`src/sv/clcd_pkg.sv`:
```
// Types and constants of the character display nibble bus writer.
`timescale 1ns / 1ps
package clcd_pkg;

	// Display commands and special characters
	localparam logic [7:0] CMD_LINE2 = 8'hC0;
	localparam logic [7:0] CMD_HOME  = 8'h80;
	localparam logic [7:0] NL_CODE   = 8'd10;
	localparam logic [7:0] NUL_CODE  = 8'd0;

	// Bus byte layout
	localparam int EN_POS = 2;

	// Six bus bytes per display byte: three per nibble
	localparam int PHASE_W = 3;
	localparam logic [PHASE_W-1:0] PH_HI_EN   = 3'd1;
	localparam logic [PHASE_W-1:0] PH_HI_LAST = 3'd2;
	localparam logic [PHASE_W-1:0] PH_LO_EN   = 3'd4;
	localparam logic [PHASE_W-1:0] PH_LAST    = 3'd5;

	// One classified item: a first display byte and an optional data byte
	typedef struct packed {
		logic [7:0] first_byte;
		logic       first_rs;
		logic       two;
		logic [7:0] second_byte;
	} job_t;

	// Queue status seen by the front and back parts
	typedef struct packed {
		logic full;
		logic valid;
	} qstat_t;

endpackage

```
`src/sv/clcd_front.sv`:
```
// Front part: accepts characters, tracks the cursor, classifies into jobs.
`timescale 1ns / 1ps
module clcd_front #(
	parameter int LINE_LENGTH = 16
) (
	input  logic                clk,
	input  logic                arst_n,
	input  logic                push,
	input  logic [7:0]          char_code,
	input  logic                string_start,
	input  clcd_pkg::qstat_t    qstat,
	output logic                job_push,
	output clcd_pkg::job_t      job
);
	import clcd_pkg::*;

	localparam int POS_W = $clog2(2 * LINE_LENGTH + 1);
	localparam logic [POS_W-1:0] POS_L  = POS_W'(LINE_LENGTH);
	localparam logic [POS_W-1:0] POS_2L = POS_W'(2 * LINE_LENGTH);

	logic [POS_W-1:0] cursor_q;
	logic [POS_W-1:0] pos0;
	logic [POS_W-1:0] pos_nxt;
	logic             accept;

	assign accept = push && !qstat.full;
	assign pos0   = string_start ? '0 : cursor_q;

	// Classify the character and work out the next cursor position
	always_comb begin
		job.first_byte  = char_code;
		job.first_rs    = 1'b1;
		job.two         = 1'b0;
		job.second_byte = char_code;
		job_push        = 1'b0;
		pos_nxt         = pos0;
		if (char_code == NUL_CODE) begin
			job_push = 1'b0;
		end else if (char_code == NL_CODE) begin
			job_push = accept;
			job.first_rs = 1'b0;
			if (pos0 <= POS_L) begin
				job.first_byte = CMD_LINE2;
				pos_nxt        = POS_L;
			end else begin
				job.first_byte = CMD_HOME;
				pos_nxt        = '0;
			end
		end else begin
			job_push = accept;
			pos_nxt  = pos0 + 1'b1;
			if (pos0 == POS_L) begin
				job.first_byte = CMD_LINE2;
				job.first_rs   = 1'b0;
				job.two        = 1'b1;
			end else if (pos0 == POS_2L) begin
				job.first_byte = CMD_HOME;
				job.first_rs   = 1'b0;
				job.two        = 1'b1;
				pos_nxt        = POS_W'(1);
			end
		end
	end

	// Hold the cursor between items
	always_ff @(posedge clk or negedge arst_n) begin
		if (!arst_n) begin
			cursor_q <= '0;
		end else if (accept) begin
			cursor_q <= pos_nxt;
		end
	end

endmodule

```
`src/sv/clcd_fifo.sv`:
```
// Two-entry job queue between the front and back parts.
`timescale 1ns / 1ps
module clcd_fifo (
	input  logic             clk,
	input  logic             arst_n,
	input  logic             wr,
	input  clcd_pkg::job_t   wr_job,
	input  logic             rd,
	output clcd_pkg::job_t   rd_job,
	output clcd_pkg::qstat_t qstat
);
	import clcd_pkg::*;

	job_t       slot_q [2];
	logic       wr_ptr_q;
	logic       rd_ptr_q;
	logic [1:0] cnt_q;
	logic       do_wr;
	logic       do_rd;

	assign qstat.full  = (cnt_q == 2'd2);
	assign qstat.valid = (cnt_q != 2'd0);
	assign do_wr       = wr && !qstat.full;
	assign do_rd       = rd && qstat.valid;
	assign rd_job      = slot_q[rd_ptr_q];

	// Store entries
	always_ff @(posedge clk) begin
		if (do_wr) begin
			slot_q[wr_ptr_q] <= wr_job;
		end
	end

	// Advance pointers and fill count
	always_ff @(posedge clk or negedge arst_n) begin
		if (!arst_n) begin
			wr_ptr_q <= 1'b0;
			rd_ptr_q <= 1'b0;
			cnt_q    <= 2'd0;
		end else begin
			if (do_wr) begin
				wr_ptr_q <= !wr_ptr_q;
			end
			if (do_rd) begin
				rd_ptr_q <= !rd_ptr_q;
			end
			case ({do_wr, do_rd})
				2'b10:   cnt_q <= cnt_q + 2'd1;
				2'b01:   cnt_q <= cnt_q - 2'd1;
				default: cnt_q <= cnt_q;
			endcase
		end
	end

endmodule

```
`src/sv/clcd_back.sv`:
```
// Back part: expands each job into nibble bus bytes, one per cycle while a job waits and the result is taken.
`timescale 1ns / 1ps
module clcd_back (
	input  logic             clk,
	input  logic             arst_n,
	input  clcd_pkg::job_t   job,
	input  clcd_pkg::qstat_t qstat,
	output logic             job_pop,
	output logic             empty,
	input  logic             pop,
	output logic [7:0]       bus_byte,
	output logic             last
);
	import clcd_pkg::*;

	logic [PHASE_W-1:0] phase_q;
	logic               byte_idx_q;
	logic               out_valid_q;
	logic [7:0]         bus_byte_q;
	logic               last_q;
	logic               adv;
	logic               fin;
	logic [7:0]         cur_byte;
	logic               cur_rs;
	logic [3:0]         nib;
	logic               en;
	logic [7:0]         nxt_byte;

	assign empty    = !out_valid_q;
	assign bus_byte = bus_byte_q;
	assign last     = last_q;

	// Build the bus byte for the current step
	always_comb begin
		cur_byte = byte_idx_q ? job.second_byte : job.first_byte;
		cur_rs   = byte_idx_q ? 1'b1 : job.first_rs;
		nib      = (phase_q <= PH_HI_LAST) ? cur_byte[7:4] : cur_byte[3:0];
		en       = (phase_q == PH_HI_EN) || (phase_q == PH_LO_EN);
		nxt_byte = {nib, 3'b000, cur_rs};
		nxt_byte[EN_POS] = en;
		fin      = (phase_q == PH_LAST) && (byte_idx_q || !job.two);
	end

	assign adv     = qstat.valid && (!out_valid_q || pop);
	assign job_pop = adv && fin;

	// Advance the step counters
	always_ff @(posedge clk or negedge arst_n) begin
		if (!arst_n) begin
			phase_q    <= '0;
			byte_idx_q <= 1'b0;
		end else if (adv) begin
			if (fin) begin
				phase_q    <= '0;
				byte_idx_q <= 1'b0;
			end else if (phase_q == PH_LAST) begin
				phase_q    <= '0;
				byte_idx_q <= 1'b1;
			end else begin
				phase_q <= phase_q + 1'b1;
			end
		end
	end

	// Hold the result until it is taken
	always_ff @(posedge clk or negedge arst_n) begin
		if (!arst_n) begin
			out_valid_q <= 1'b0;
		end else if (adv) begin
			out_valid_q <= 1'b1;
		end else if (pop) begin
			out_valid_q <= 1'b0;
		end
	end

	always_ff @(posedge clk) begin
		if (adv) begin
			bus_byte_q <= nxt_byte;
			last_q     <= fin;
		end
	end

endmodule

```
`src/sv/char_lcd_nibble_bus_writer.sv`:
```
// Top level of the character display nibble bus writer.
//
//  channel  | handshake     | payload
//  ---------+---------------+---------------------------
//  input    | push / full   | char_code[7:0], string_start
//  result   | empty / pop   | bus_byte[7:0], last
//
// One bus byte leaves per cycle from the back part's step counter while a job
// waits and the result is taken; six bytes per character or newline, twelve at line end.
// A two-entry job queue lets the front take new characters while the back
// still expands earlier ones; a zero character is accepted but gives no output.
// Reset (arst_n low) clears the cursor, the queue, the step counters and the output valid flag.
// A stalled result holds the back part; the front stalls only on a full queue.
`timescale 1ns / 1ps
module char_lcd_nibble_bus_writer #(
	parameter int LINE_LENGTH = 16
) (
	input  logic       clk,
	input  logic       arst_n,
	input  logic       push,
	output logic       full,
	input  logic [7:0] char_code,
	input  logic       string_start,
	output logic       empty,
	input  logic       pop,
	output logic [7:0] bus_byte,
	output logic       last
);
	import clcd_pkg::*;

	qstat_t qstat;
	job_t   wr_job;
	job_t   rd_job;
	logic   job_push;
	logic   job_pop;

	assign full = qstat.full;

	clcd_front #(
		.LINE_LENGTH(LINE_LENGTH)
	) u_front (
		.clk         (clk),
		.arst_n      (arst_n),
		.push        (push),
		.char_code   (char_code),
		.string_start(string_start),
		.qstat       (qstat),
		.job_push    (job_push),
		.job         (wr_job)
	);

	clcd_fifo u_fifo (
		.clk   (clk),
		.arst_n(arst_n),
		.wr    (job_push),
		.wr_job(wr_job),
		.rd    (job_pop),
		.rd_job(rd_job),
		.qstat (qstat)
	);

	clcd_back u_back (
		.clk     (clk),
		.arst_n  (arst_n),
		.job     (rd_job),
		.qstat   (qstat),
		.job_pop (job_pop),
		.empty   (empty),
		.pop     (pop),
		.bus_byte(bus_byte),
		.last    (last)
	);

endmodule

```
`config.mk`:
```
export PLATFORM = sky130hd
export DESIGN_NAME = char_lcd_nibble_bus_writer
export DESIGN_NICKNAME = d
export VERILOG_FILES = /design/src/sv/clcd_pkg.sv /design/src/sv/clcd_front.sv /design/src/sv/clcd_fifo.sv /design/src/sv/clcd_back.sv /design/src/sv/char_lcd_nibble_bus_writer.sv
export SDC_FILE = /design/constraint.sdc
export NUM_CORES = 1
export LEC_CHECK = 0
export BUFFER_PORTS_ARGS = -buffer_cell sky130_fd_sc_hd__buf_2
export CAP_MARGIN = 5
export CORE_MARGIN = 10
export CORE_UTILIZATION = 45
export CTS_CLUSTER_DIAMETER = 80
export DETAILED_ROUTE_END_ITERATION = 7
export GPL_TIMING_DRIVEN = 0
export PLACE_DENSITY = 0.75
export SLEW_MARGIN = 10
export SYNTH_ARGS = -nofsm -noshare
export SYNTH_HDL_FRONTEND = slang
export SYNTH_SLANG_ARGS = --single-unit
```
`constraint.sdc`:
```
create_clock -name clk -period 2.4 [get_ports clk]
set_input_delay 0.36 -clock clk [delete_from_list [all_inputs] [get_ports clk]]
set_output_delay 0.36 -clock clk [all_outputs]
set_load 0.05 [all_outputs]
```
Word level (Yosys, flattened, before mapping)

Memory sizes are Yosys's and may differ from the RTL's.
Index checks and enable logic that the tools add are counted.

Input bits: 13
Word-level logic and storage cells: 70
Flip-flop bits (word level): 22
Memories kept: 1
Output and inout bits: 11
RAM bits: 36

Equal/unequal tests: 9
Muxes and demuxes: 24
Reduce and logical (&&, ||, !) cells: 20
Order comparisons: 2
$add $sub $neg: 4

Memories:

| name          | depth | width | rd ports | clocked after Yosys merged registers in | wr ports | RTL line        | source |
|---|---|---|---|---|---|---|---|
| u_fifo.slot_q | 2     | 18    | 1        | 0                                       | 1        | clcd_fifo.sv:14 | `job_t slot_q [2];` |

Operator list:

| operator              | number |
|---|---|
| $mux W10              | 3 |
| $mux W6               | 5 |
| $mux W9               | 1 |
| $eq A8 B4 Y1 const B  | 1 |
| $logic_not A8 Y1      | 1 |
| $mux W1               | 8 |
| $mux W8               | 1 |
| $reduce_bool A2 Y1    | 4 |
| $mux W7               | 1 |
| $add A6 B1 Y6 const B | 1 |
| $eq A3 B3 Y1 const B  | 2 |
| $eq A6 B5 Y1 const B  | 1 |
| $eq A6 B6 Y1 const B  | 1 |
| $le A6 B5 Y1 const B  | 1 |
| $logic_and A1 B1 Y1   | 6 |
| $mux W3               | 2 |
| $logic_not A1 Y1      | 5 |
| $mux W5               | 1 |
| $eq A2 B2 Y1 const B  | 2 |
| $mux W4               | 1 |
| $pmux W2 S2           | 1 |
| $add A3 B1 Y3 const B | 1 |
| $eq A3 B1 Y1 const B  | 1 |
| $le A3 B2 Y1 const B  | 1 |
| 5 further kinds       | 7 |

Depth between registers and ports, before layout

Gate-level depths: netlist of run 1.
An unclocked memory read counts as a cell.

Depth after elaboration: 8
Depth in mapped cells: 8
Gate-level depth less buffers: 7

Modules after synthesis

Synthesis of run 1 repeated with hierarchy kept, for this count alone.

Cells, all modules: 218
Area, all modules: 2907.8 um^2

Modules (own cells, without submodules):

| module     | instances | area each (um^2) | sequential area each (um^2) | cells an instance |
|---|---|---|---|---|
| clcd_fifo  | 1         | 1505.2           | 1181.1                      | 74 |
| clcd_front | 1         | 798.3            | 150.1                       | 104 |
| clcd_back  | 1         | 604.3            | 335.3                       | 40 |

Worst setup path before layout of run 1

OpenSTA, ideal clock, no wires.

Path kind: reg2reg
Start: reg u_front.cursor_q[1]
End: mem u_fifo.slot_q[0][9] in the netlist's numbering (data pin)
Setup time: 0.263 ns
Cell stages (with the launch flop): 7
Period minus slack after synthesis: 2.077 ns
Arrival: 1.814 ns
Path buffers: 2
Data required time: 2.137 ns
Path slack: 0.323 ns
Cells stage by stage: dfrtp_1 -> buf_6 -> or4_4 -> or3_1 -> buf_2 -> and2_4 -> or2_1

RTL lines:

| item                   | RTL line         | source |
|---|---|---|
| start, declared        | clcd_front.sv:21 | `logic [POS_W-1:0] cursor_q;` |
| start signal, assigned | clcd_front.sv:70 | `cursor_q <= pos_nxt;` |
| end, declared          | clcd_fifo.sv:14  |  |

==> impl_metrics.toml, run 1 <==
[status]
outcome = "completed"

[timing]
slew_headroom_pct = 43.9
rsz0062_at_grt = "false"
fin_skew_ps = 6.66
setup_violations = 0
tightest_slew_ps = 841
fin_crit_sh_pct = 93.6
min_period_ps = 2250
hold_ws_ps = 262
hold_viol = 0
worst_slack_ps = 153
slew_viol_final = 0
fmax_mhz = 445

[critical_path]
r2r_start = "u_front.cursor_q[0]"
crit_path_start_kind = "register"
setup.worst_path.start = "u_front.cursor_q[0]"
crit_path_end_kind = "register"
reg2regPathDepth = 5
crit_type = "reg -> reg"
critPathArrivalTime_ps = 2310
r2r_slack_ps = 150
worst_ep_required_time_ps = 2460
crit_path_max_fanout = 8
cp-endpoint = "u_fifo.slot_q[1][9]"
r2r_end = "u_fifo.slot_q[1][9]"

[die]
die_w_um = 96.3
fp-row-count = 27
ios = 24
dieArea_um2 = 9260
start_util_pct = 46.9
fp.dieH_um = 96.3
placeableCoreArea_um2 = 5570

[placed_design]
place_ws_ps = 102
io_buffers = 21
place_congestion = 0.942
hpwl_um = 3350

[synth]
synth_area_um2 = 2620
synth_edf_count = 43
asyncSetResetFlopFracSynth_pct = 25.9
yosysSeqAreaShare_pct = 63.7
synthDistinctLibCells = 50
ys.flop_type = "edfxtp_1"
avgSynthCellArea_um2 = 14.1
yosys_warnings = 0
synth_seq_cells = 58
synth_cells = 186

[detailed_routing]
postRouteAntennaNets = 0
vias_per_cell = 5.49
drtPass1Iterations = 5
via_count = 1624
drcViolationCount = 0
postRouteWirelength_um = 4920
drtIter0Drc = 176
wl_per_cell_um = 16.6

[grt]
antenna_found_initial = 0
grt_max_degree = 19
grt_use_total_pct = 11.9
overflow = 0
grt_pass1_vias = 1658
grt_pass1_wl_um = 8230

[final_layout]
syn_to_final_growth_pct = 14.3
antenna_cells = 0
layout-drive-gt1-share_pct = 27.7
fin_nets = 235

[min_path]
hp-class = "in -> reg"
hold_start = "char_code[7]"

[clock_tree]
cts_buffers = 9
cts.clk_slew.worst_paths_ps = 60
cts_tree = "done"
clk_path_buf_depth = 2
cts_sinks = 58
htreeDepth = 3
clock_latency_ps = 330
cts_root_buffer = "clkbuf_8"
cts_setup_buffers = 0

[pwr]
p_leak_nw = 1.13
vdd_drop_max_uv = 754
cellPowerDensity_nw_per_um2 = 1250

[job]
cap_viol_max_count = 0
[power breakdown]
group          total (mW)  switching [mW]  leakage (nW)  internal, mW
sequential           1.65           0.171         0.581          1.48
combinational        1.39           0.833         0.473         0.558
clock               0.714           0.359        0.0754         0.355
total                3.75            1.36          1.13          2.39
[per-layer routing]
layer	up-vias	wire [um]	GRT usage, %
li1	776	-	-
met1	775	2160	14.9
met2	65	2280	17.6
met3	8	392	3.19
met4	0	81	8.48
met5	-	0	0
[synthesized netlist by cell type (2+ instances only)]
cell       n  area, um2
a21o_1     3       22.5
a21oi_1    5       25.0
a31oi_1    3       18.8
and2_1     2       12.5
and2_2     2       15.0
and3_1     2       12.5
and3_2     4       30.0
buf_2      2       10.0
buf_4      2       15.0
clkbuf_1   3       11.3
dfrtp_1   15        375
edfxtp_1  43       1290
inv_1      8       30.0
mux2_2     5       56.3
mux4_2     8        180
nand2_1    6       22.5
nand2b_1   2       12.5
nand3_1    3       15.0
nand3b_1   2       15.0
nand4_1    2       12.5
nor2_1    15       56.3
nor3_1     4       20.0
nor3b_1    2       15.0
nor4_1     3       18.8
o21ai_0    5       25.0
o21bai_1   3       22.5
or4_1      2       15.0
xnor2_1    7       61.3
xor2_1     2       17.5
[timing repair]
| item | CTS | global route |
|---|---|---|
| hold buffers | 1 | 0 |
| hold endpoints to repair | 15 | 0 |
| resized for setup | 0 | 0 |
[cells by family after synthesis]
logic type | share of synthesized area [%]
AO/OA/AOI/OAI | 7.70
XOR/XNOR | 3.01
adder cells (fa/ha/maj) | 0.478
buffers and inverters | 2.96
flip-flops | 63.7
multiplexers | 9.42
other | 0.143
AND/OR/NAND/NOR | 12.6
[placed cells by master (no fill, tap or decap), types with 3 or more instances in the layout]
cell	count
dfrtp_1	15
clkbuf_1	4
nor2_1	14
a21o_1	3
mux4_2	8
inv_1	8
nor3_1	4
nand3_1	3
xnor2_1	7
clkbuf_8	9
nor4_1	3
o21ai_0	5
and3_2	4
a31oi_1	3
mux2_2	5
a21oi_1	5
edfxtp_1	43
buf_2	23
nand2_1	6
o21bai_1	3
[flip-flops by register name, indices dropped and copies added, names as in the netlist]
| register | flops |
|---|---|
| u_fifo.slot_q | 36 |
| u_back.bus_byte | 6 |
| u_front.cursor_q | 6 |
| u_back.phase_q | 3 |
| u_fifo.cnt_q | 2 |
| u_back.byte_idx_q | 1 |
| u_back.last | 1 |
| u_back.out_valid_q | 1 |
| u_fifo.rd_ptr_q | 1 |
| u_fifo.wr_ptr_q | 1 |
[worst min path at each step]
stage	slack (ps)	cells after the start	endpoint
2_1_floorplan	60	0	u_back.byte_idx_q
3_3_place_gp	290	1	u_front.cursor_q[0]
3_5_place_dp	290	1	u_front.cursor_q[0]
4_1_cts	240	1	u_fifo.slot_q[0][2]
5_1_grt	250	1	u_fifo.slot_q[0][2]
6_report	260	1	u_fifo.slot_q[1][7]
[layout make-up]
type                    instances  area (um2)
plain buffers                   8        47.5
clock buffers                  10         128
clock inverters                 4        21.3
fillers                       476        2580
inverters                       8        30.0
multi-input cells             113         878
flip-flops and latches         58        1670
well taps                      72        90.1
repair buffers                 23         130
[metrics by stage]
stage | instances | setup TNS (ps) | cell area [um2] | power (mW) | util (%)
final | 296 | 0 | 2990 | 3.75 | 53.7
after floorplan | 187 | 0 | 2620 | 2.73 | -
after global placement | 280 | -3570 | 2820 | 3.01 | 50.5
after global routing | 296 | 0 | 2990 | 4.00 | 53.7
after CTS | 296 | 0 | 2990 | 3.79 | 53.7
after detailed placement | 281 | 0 | 2830 | 3.07 | 50.8
[critical path, stage by stage, from the launching register on]
cell and delay [ps]:
dfrtp_1 460, or4_4 570, or3_1 340, buf_2 180, and2_4 170, or2_1 260
No activity file was read; power rests on OpenSTA's default activity.
==> inputs of run 2 (changes only) <==
--- a/config.mk
+++ b/config.mk
@@ -12,7 +12,8 @@
 export CTS_CLUSTER_DIAMETER = 80
 export DETAILED_ROUTE_END_ITERATION = 7
 export GPL_TIMING_DRIVEN = 0
-export PLACE_DENSITY = 0.75
+export MAX_ROUTING_LAYER = met4
+export PLACE_DENSITY = 0.65
 export SLEW_MARGIN = 10
 export SYNTH_ARGS = -nofsm -noshare
 export SYNTH_HDL_FRONTEND = slang
==> run 2 against run 1 <==
Via count increased by 0.31%. Die area is the same. Sequential power about the same. Design area is 1.4% higher. Core utilization is 0.74 points higher. Register-to-register slack gained 50 ps.
==> impl_metrics.toml, run 2 (same netlist as run 1, synthesis figures left out) <==
[status]
outcome = "completed"

[clock_tree]
cts_buffers = 9
cts_setup_buffers = 0
ctsResizeCount = 0
cts_tree = "done"
cts.clk_slew.worst_paths_ps = 70
clk_path_buf_depth = 2
cts_sinks = 58
cts_root_buffer = "clkbuf_8"
htreeDepth = 3
clock_latency_ps = 330

[die]
fp.dieH_um = 96.3
dieArea_um2 = 9260
fp-row-count = 27
start_util_pct = 46.9
die_w_um = 96.3
ios = 24
placeableCoreArea_um2 = 5570

[timing]
min_period_ps = 2200
fin_skew_ps = 4.92
slew_headroom_pct = 43.2
hold_ws_ps = 261
slew_viol_final = 0
rsz0062_at_grt = "false"
tns_ps = 0
fin_crit_sh_pct = 91.5
setup_violations = 0
tightest_slew_ps = 852
hold_viol = 0
fmax_mhz = 455

[grt]
grt_pass1_vias = 1648
grt_max_degree = 19
overflow = 0
grt_pass1_wl_um = 8340
grt_use_total_pct = 12.4
antenna_found_initial = 0

[critical_path]
crit_path_end_kind = "register"
crit_path_start_kind = "register"
crit_type = "reg -> reg"
critPathArrivalTime_ps = 2270
crit_path_max_fanout = 8
worst_ep_required_time_ps = 2480

[placed_design]
io_buffers = 21
place_congestion = 0.896
hpwl_um = 3480

[detailed_routing]
drtIter0Drc = 113
via_count = 1629
drcViolationCount = 0
postRouteWirelength_um = 4970
vias_per_cell = 5.47
postRouteAntennaNets = 0
drtPass1Iterations = 4
wl_per_cell_um = 16.7

[final_layout]
syn_to_final_growth_pct = 15.9
n_fill_cell = 474
largest_register = "u_fifo.slot_q"
antenna_cells = 0
fin_nets = 235
largest_reg_flops = 36
layout-drive-gt1-share_pct = 29.2
final_common_cell = "edfxtp_1"
final_cell_mix = "43 x edfxtp_1, 23 x buf_2, 15 x dfrtp_1"

[pwr]
power_mw = 3.88
vdd_drop_max_uv = 550
cellPowerDensity_nw_per_um2 = 1280
p_leak_nw = 1.15

[job]
cap_viol_max_count = 0

[min_path]
hp-class = "in -> reg"
run 2: changes by cell type in the layout (fill, tap and decap cells not counted):
cell	before	now
clkbuf_1	4	3
clkbuf_8	9	12
clkinv_1	1	0
clkinvlp_4	1	2
run 2: per-stage QoR:
stage	area [um2]	std cells	utilization (%)	setup WS, ps
2_1_floorplan	2620	187	-	323
3_3_place_gp	2820	280	50.5	-242
3_5_place_dp	2830	281	50.8	186
4_1_cts	3030	298	54.4	190
5_1_grt	3030	298	54.4	20.3
6_report	3030	298	54.4	204
run 2: path summary, 6_finish.rpt:
| path | depth (start not counted) | endpoint | slack, ps | startpoint |
|---|---|---|---|---|
| min reg2reg | 1 | u_fifo.wr_ptr_q | 510 | u_fifo.wr_ptr_q |
| max reg2reg | 5 | u_fifo.slot_q[1][9] | 200 | u_front.cursor_q[0] |
| max in group asynchronous | 2 | u_front.cursor_q[3] | 1670 | arst_n |
| min in group asynchronous | 2 | u_front.cursor_q[5] | 470 | arst_n |
| max | 5 | u_fifo.slot_q[1][9] | 200 | u_front.cursor_q[0] |
| min | 1 | u_fifo.slot_q[1][7] | 260 | char_code[7] |
run 2: layout make-up:
cell class,instances,area [um2],area share [%]
Sequential cell,58,1670,55.0
Multi-Input combinational cell,113,878,29.0
Clock buffer,12,165,5.45
Timing Repair Buffer,23,130,4.29
Tap cell,72,90.1,2.97
Buffer,8,47.5,1.57
Inverter,8,30.0,0.990
Clock inverter,4,25.0,0.825
run 2: critical path, cell delays in order (launching register included):
cell	delay [ps]
dfrtp_1	460
or4_4	580
or3_1	340
buf_2	180
and2_4	170
or2_1	210
run 2: power by group:
group	leakage [nW]	switching [mW]	internal (mW)	total, mW
clock network	0.0944	0.387	0.455	0.843
registers	0.581	0.170	1.48	1.65
logic	0.473	0.829	0.558	1.39
run 2: repair_timing:
item,CTS,global route
endpoints found under the setup margin,0,0
hold buffers,1,0
hold endpoints to repair,15,0
run 2: per-layer routing:
metal  vias to the layer above  track usage (%)  part of all wire (%)
met5                         -                -                     0
met4                         0             7.00                   2.0
met3                         9             3.11                   5.0
met2                        47             18.8                    49
met1                       797             14.6                    44
li1                        776                -                     -
==> inputs of run 3 (changes only) <==
--- a/config.mk
+++ b/config.mk
@@ -6,14 +6,14 @@
 export NUM_CORES = 1
 export LEC_CHECK = 0
 export BUFFER_PORTS_ARGS = -buffer_cell sky130_fd_sc_hd__buf_2
-export CAP_MARGIN = 5
+export CAP_MARGIN = 20
 export CORE_MARGIN = 10
 export CORE_UTILIZATION = 45
 export CTS_CLUSTER_DIAMETER = 80
 export DETAILED_ROUTE_END_ITERATION = 7
 export GPL_TIMING_DRIVEN = 0
 export MAX_ROUTING_LAYER = met4
-export PLACE_DENSITY = 0.65
+export PLACE_DENSITY = 0.71
 export SLEW_MARGIN = 10
 export SYNTH_ARGS = -nofsm -noshare
 export SYNTH_HDL_FRONTEND = slang
==> run 3 against run 2 <==
Sequential share of layout area grew 0.16 points. Setup slack lost 35 ps. Register-to-register slack lost 40 ps. Cell count is the same. Critical path type unchanged. Largest power group unchanged.
==> impl_metrics.toml, run 3 (same netlist as run 1, synthesis figures left out) <==
[status]
outcome = "completed"

[detailed_routing]
drtPass1Iterations = 4
drtIter0Drc = 62
drcViolationCount = 0
wl_per_cell_um = 16.8
postRouteAntennaNets = 0
postRouteWirelength_um = 5000
via_count = 1653
vias_per_cell = 5.55

[grt]
grt_use_total_pct = 12.2
antenna_found_initial = 0
grt_pass1_wl_um = 8130
grt_pass1_vias = 1650
overflow = 0
grt_max_degree = 19

[clock_tree]
cts.clk_slew.worst_paths_ps = 70
htreeDepth = 3
cts_sinks = 58
clk_path_buf_depth = 2
cts_tree = "done"
cts_setup_buffers = 0
cts_buffers = 9
clock_latency_ps = 330
cts_root_buffer = "clkbuf_8"

[timing]
worst_slack_ps = 169
fmax_mhz = 448
fin_crit_sh_pct = 92.9
slew_headroom_pct = 44.5
fin_skew_ps = 11.8
setup_violations = 0
slew_viol_final = 0
tightest_slew_ps = 833
rsz0062_at_grt = "false"
hold_viol = 0
min_period_ps = 2230

[critical_path]
crit_path_max_fanout = 8
crit_path_start_kind = "register"
slowest_stage = "or4_4"
crit_type = "reg -> reg"
cp_slowest_stage_delay_ps = 580
crit_path_end_kind = "register"
reg2regPathDepth = 5
critPathArrivalTime_ps = 2300
crit_chain = "or4_4, or3_1, buf_2, and2_4, or2_1"
worst_ep_required_time_ps = 2470

[final_layout]
fin_nets = 235
final_common_cell = "edfxtp_1"
layout-drive-gt1-share_pct = 28.3
largest_reg_flops = 36
fin_area_um2 = 3020
antenna_cells = 0
largest_register = "u_fifo.slot_q"
final_cell_mix = "43 x edfxtp_1, 23 x buf_2, 15 x dfrtp_1"
syn_to_final_growth_pct = 15.6
n_fill_cell = 490

[min_path]
hp-class = "in -> reg"
min_path_cells = 1

[pwr]
vdd_drop_max_uv = 664
p_leak_nw = 1.15
cellPowerDensity_nw_per_um2 = 1290

[die]
die_w_um = 96.3
start_util_pct = 46.9
fp.dieH_um = 96.3
ios = 24
placeableCoreArea_um2 = 5570
dieArea_um2 = 9260
fp-row-count = 27

[placed_design]
io_buffers = 21
hpwl_um = 3590
postPlaceCellArea_um2 = 2830
place_ws_ps = 193
place_congestion = 0.902

[job]
cap_viol_max_count = 0
-- run 3: layer usage --
layer	vias up	wire (um)	GRT usage, %
met1	815	2080	13.3
met2	51	2530	19.8
met3	9	286	3.19
met5	-	0	-
met4	0	104	6.76
li1	778	-	-
-- run 3: layout make-up --
class	instances	area, um2	share of cell area [%]
clock buffer	10	128	4.22
timing repair buffer	23	126	4.18
clock inverter	6	57.6	1.90
buffer	8	47.5	1.57
multi-input combinational	113	878	29.0
inverter	8	30.0	0.993
tap	72	90.1	2.98
sequential	58	1670	55.1
-- run 3: final timing paths --
path | from | slack [ps] | end
max | u_front.cursor_q[0] | 170 | u_fifo.slot_q[1][9]
min | char_code[2] | 250 | u_fifo.slot_q[0][2]
max reg2reg | u_front.cursor_q[0] | 170 | u_fifo.slot_q[1][9]
min reg2reg | u_fifo.wr_ptr_q | 510 | u_fifo.wr_ptr_q
max in group asynchronous | arst_n | 1660 | u_front.cursor_q[2]
min in group asynchronous | arst_n | 470 | u_front.cursor_q[5]
-- run 3: critical path: cells and delay by family, from the launching register on --
family | cells | cell delay (ps)
and+or+nand+nor | 4 | 1330
buffers and inverters | 1 | 180
DFF | 1 | 470
-- run 3: where the power goes --
part | internal, mW | switching [mW] | total [mW]
Combinational | 0.554 | 0.830 | 1.38
Clock | 0.472 | 0.378 | 0.849
Sequential | 1.48 | 0.177 | 1.65
Total | 2.50 | 1.38 | 3.89
-- run 3: what timing repair did --
action                                 CTS  global route
endpoints found under the hold margin   15             0
hold buffers                             1             0
gates resized for setup                  0             0
-- run 3: metrics by stage --
stage | hold slack [ps] | setup TNS, ps | util, % | total power [mW] | cells
2_1_floorplan | 64.4 | 0 | - | 2.73 | 187
3_3_place_gp | 294 | -3500 | 50.5 | 3.01 | 280
3_5_place_dp | 298 | 0 | 50.8 | 3.08 | 281
4_1_cts | 241 | 0 | 54.3 | 3.93 | 298
5_1_grt | 245 | 0 | 54.3 | 4.12 | 298
6_report | 250 | 0 | 54.3 | 3.89 | 298
